### config.mk
export PLATFORM = sky130hd
export DESIGN_NAME = ntcl_div_pipe
export DESIGN_NICKNAME = d
export VERILOG_FILES = /design/src/rtl/ntcl_div_pipe.sv
export SDC_FILE = /design/constraint.sdc
export NUM_CORES = 1
export LEC_CHECK = 0
export ABC_AREA = 1
export BUFFER_PORTS_ARGS = -buffer_cell sky130_fd_sc_hd__buf_2
export CORE_ASPECT_RATIO = 1.5
export CORE_MARGIN = 10
export CORE_UTILIZATION = 30
export DETAILED_ROUTE_END_ITERATION = 8
export GPL_TIMING_DRIVEN = 0
export MAX_ROUTING_LAYER = met4
export PLACE_DENSITY = 0.42
export SLEW_MARGIN = 20
export SYNTH_ARGS = -nofsm -noshare
export SYNTH_HDL_FRONTEND = slang
export SYNTH_SLANG_ARGS = --single-unit
### constraint.sdc
create_clock -name clock -period 5.3 [get_ports clock]
set_input_delay 0 -clock clock [delete_from_list [all_inputs] [get_ports clock]]
set_output_delay 0 -clock clock [all_outputs]
set_load 0.005 [all_outputs]
### src/rtl/ntcl_div_pipe.sv
`default_nettype none
module ntcl_div_pipe #(
   parameter int NUM_W  = 21,
   parameter int DEN_W  = 10,
   parameter int SIDE_W = 1
) (
   input  logic              clock,
   input  logic              reset,
   input  logic              advance,
   input  logic              in_valid,
   input  logic [NUM_W-1:0]  in_num,
   input  logic [DEN_W-1:0]  in_den,
   input  logic [DEN_W-1:0]  in_rem,
   input  logic [SIDE_W-1:0] in_side,
   output logic              out_valid,
   output logic [NUM_W-1:0]  out_quo,
   output logic [SIDE_W-1:0] out_side
);

   // one quotient bit per stage, restoring division
   logic              valid_ff [NUM_W];
   logic [NUM_W-1:0]  work_ff  [NUM_W];
   logic [DEN_W-1:0]  rem_ff   [NUM_W];
   logic [DEN_W-1:0]  den_ff   [NUM_W];
   logic [SIDE_W-1:0] side_ff  [NUM_W];

   for (genvar k = 0; k < NUM_W; k++) begin : g_stage
      logic              valid_prev;
      logic [NUM_W-1:0]  work_prev;
      logic [DEN_W-1:0]  rem_prev;
      logic [DEN_W-1:0]  den_prev;
      logic [SIDE_W-1:0] side_prev;
      logic [DEN_W:0]    trial;
      logic              take;
      logic [NUM_W-1:0]  work_in;
      logic [DEN_W-1:0]  rem_in;

      if (k == 0) begin : g_first
         assign valid_prev = in_valid;
         assign work_prev  = in_num;
         assign rem_prev   = in_rem;
         assign den_prev   = in_den;
         assign side_prev  = in_side;
      end else begin : g_next
         assign valid_prev = valid_ff[k-1];
         assign work_prev  = work_ff[k-1];
         assign rem_prev   = rem_ff[k-1];
         assign den_prev   = den_ff[k-1];
         assign side_prev  = side_ff[k-1];
      end

      // trial subtract of the divisor
      assign trial   = {rem_prev, work_prev[NUM_W-1]};
      assign take    = (trial >= {1'b0, den_prev});
      assign rem_in  = take ? DEN_W'(trial - {1'b0, den_prev}) : trial[DEN_W-1:0];
      assign work_in = {work_prev[NUM_W-2:0], take};

      always_ff @(posedge clock) begin
         if (reset) begin
            valid_ff[k] <= 1'b0;
         end else if (advance) begin
            valid_ff[k] <= valid_prev;
         end
      end

      always_ff @(posedge clock) begin
         if (advance) begin
            work_ff[k] <= work_in;
            rem_ff[k]  <= rem_in;
            den_ff[k]  <= den_prev;
            side_ff[k] <= side_prev;
         end
      end
   end

   assign out_valid = valid_ff[NUM_W-1];
   assign out_quo   = work_ff[NUM_W-1];
   assign out_side  = side_ff[NUM_W-1];

endmodule
`default_nettype wire

==> impl_metrics.ini <==
[outcome]
status = finished clean

[cts]
clock_latency_ns = 0.72
clock-root-buffer = clkbuf_16
cts_tree = done
numCtsBuffers = 96
htree_levels = 3
clock_path_buffers = 3
cts_sinks = 883
clk_pin_slew_ns = 0.06
postCtsSetupRepairBufs = 0

[synth]
synth-async-reset-ratio_pct = 0
synth_commonest_cells = nand2_1, edfxtp_1, inv_1
synth.net_count = 4013
synthTopCellsByArea = edfxtp_1, nand2_1, ha_1, inv_1, nand3_1
synth_top_area_share_pct = 65.11
yosysMostFrequentCell = nand2_1
synthCells = 3737
syn-mean-instance-area_um2 = 10.90
synth_warnings = 0
synth_ff_type = edfxtp_1
syn_area_um2 = 40730
synth_cell_types = 32
ys_ff_latch = 883
synth_largest_area_cell = edfxtp_1
synth_edf_count = 883
synth.yosys.seq_area_share_pct = 65.11

[route]
drt-met1-wl_um = 32300
wl_met3_um = 2494
wl_met2_um = 49800
wirelength_um = 87980
num_vias = 24810
firstDrtPassIters = 5
avgViaCountPerCell = 4.264
drt_iter0_drc = 1252
top_layer_used = met4
wl_per_cell_um = 15.13
drc = 0
postRouteAntennaNets = 0

[global_route]
grt_pass1_wl_um = 138000
grt_pass1_vias = 25220
antenna_found_initial = 0
grt_max_degree = 133
grtUsageTotal_pct = 11.96
grt-ovfl-total = 0

[floorplan]
dieArea_um2 = 151200
io_pins = 69
num_rows = 165
die_h_um = 471.3
initial_core_util_pct = 30.21
die_w_um = 320.8
core_area_um2 = 134800

[worst_setup_path]
crit_path_top_delay_cell = dlygate4sd3_1
worstPathRequired_ns = 5.63
r2r_start = den_ff[1][22]$_DFFE_PP_
r2r_end = rem_ff[1][30]$_DFFE_PP_
reg2reg_setup_slack_ns = 3.03
worst-path-buf-inv = 5
endpoint = work_ff[1][159]$_DFFE_PP_
setup.worst_path.start = advance
ff2ff_path_depth = 8
critical_path_arrival_ns = 3.02
crit_type = in -> reg
path_delay_family = buffers and inverters
cp_slowest_stage_delay_ns = 0.57
cp_max_fo = 132
path_depth = 5
crit_chain = dlygate4sd3_1, buf_12, buf_16, buf_16, buf_16
endpoint_kind = flop
crit_top_cell = buf_16
cp-start-kind = primary input

[sta]
finalSetupTns_ns = 0
fmax_mhz = 371.7
rsz0062_at_grt = no
worst_slack_ns = 2.610
slew_viol_final = 0
post-route-min-period_ns = 2.690
worst_slew_pin_slew_ns = 0.8841
relSlewSlack_pct = 41.06
hold_viol = 0
skew_ns = 0.02062
setup_viol = 0
fin_crit_sh_pct = 50.76

[placed_design]
port_buffers = 68
hpwl_um = 63770
dp_cells = 5564
place_congestion = 0.8417
pre_cts_ws_ns = 2.444

[pwr]
leakage_nw = 20.69
p_per_area_nw_per_um2 = 518.2
vdd_drop_max_mv = 0.2796
p_total_mw = 24.51

[cells_and_area]
instances_no_fill = 5817
drive_above_1_share_pct = 7.456
diodes = 0
nets = 4265
fin_util_pct = 35.09
fillers = 13470
area_growth_pct = 16.16

[job]
drv_cap = 0

[worst_hold_path]
hp-class = in -> reg
layout make-up:
type | count | area [µm²] | area share [%]
Sequential cell | 883 | 26520 | 56.05
Tap cell | 1753 | 2193 | 4.636
Timing Repair Buffer | 154 | 1321 | 2.793
Buffer | 25 | 216.5 | 0.4575
Clock buffer | 111 | 2459 | 5.197
Inverter | 611 | 2293 | 4.848
Multi-Input combinational cell | 2218 | 11700 | 24.73
Clock inverter | 62 | 609.3 | 1.288
power breakdown:
part / internal, mW / switching, mW / leakage [nW]
sequential: 9.35 / 0.659 / 8.66
combinational: 2.81 / 5.07 / 10.5
clock: 3.74 / 2.89 / 1.50
flip-flops by register name, summed over array words and instances, names as in the netlist:
signal	count
den_ff	200
rem_ff	200
side_ff	21
valid_ff	21
work_ff	441
worst min-delay path: stages:
cell	delay (ns)
buf_2	0.09
inv_1	0.03
nand2_1	0.08
nor2_1	0.04
nand2_1	0.07
nand2_2	0.07
inv_2	0.16
nand2_1	0.07
nand2_1	0.05
cells by family after synthesis:
logic type	share of synthesized area [%]
AND/OR/NAND/NOR	18.07
flip-flops	65.11
buffers and inverters	6.163
adder cells (fa/ha/maj)	7.435
AO/OA/AOI/OAI	1.932
XOR/XNOR	1.290
how the worst min path moves through the flow:
stage / from / endpoint / cells after the start
CTS: in_rem[9] / rem_ff[0][4]$_DFFE_PP_ / 9
global route: in_num[4] / work_ff[0][5]$_DFFE_PP_ / 2
detailed placement: in_num[1] / work_ff[0][2]$_DFFE_PP_ / 1
global placement: in_num[15] / work_ff[0][16]$_DFFE_PP_ / 1
finish: in_rem[9] / rem_ff[0][1]$_DFFE_PP_ / 9
floorplan: in_den[0] / den_ff[0][0]$_DFFE_PP_ / 0
cells in the final DEF, fill, tap and decap left out, types with 60 or more instances in the layout:
master	netlist	layout
a21oi_1	104	104
buf_2	1	68
clkbuf_16	0	96
dlygate4sd3_1	0	80
edfxtp_1	883	883
ha_1	210	210
inv_1	592	592
nand2_1	1192	1192
nand3_1	289	289
nor2_1	194	194
xor2_1	60	60
through the flow:
step	hold WS, ns	instance area [µm²]
after floorplan	0.09887	40730
after global placement	0.1780	43260
after detailed placement	0.1786	43440
after CTS	0.01335	47310
after global routing	0.06416	47310
final	0.05949	47310
layer usage:
metal  vias up  track usage (%)
met3       157            1.800
li1      12860                -
met5         -                -
met1     11490            11.22
met4         0            5.529
met2       295            23.37
timing repair:
item / CTS / global route
hold endpoints to repair: 206 / 0
hold buffers: 80 / 0
resized for setup: 0 / 0
Power figures use the tool's default switching activity.
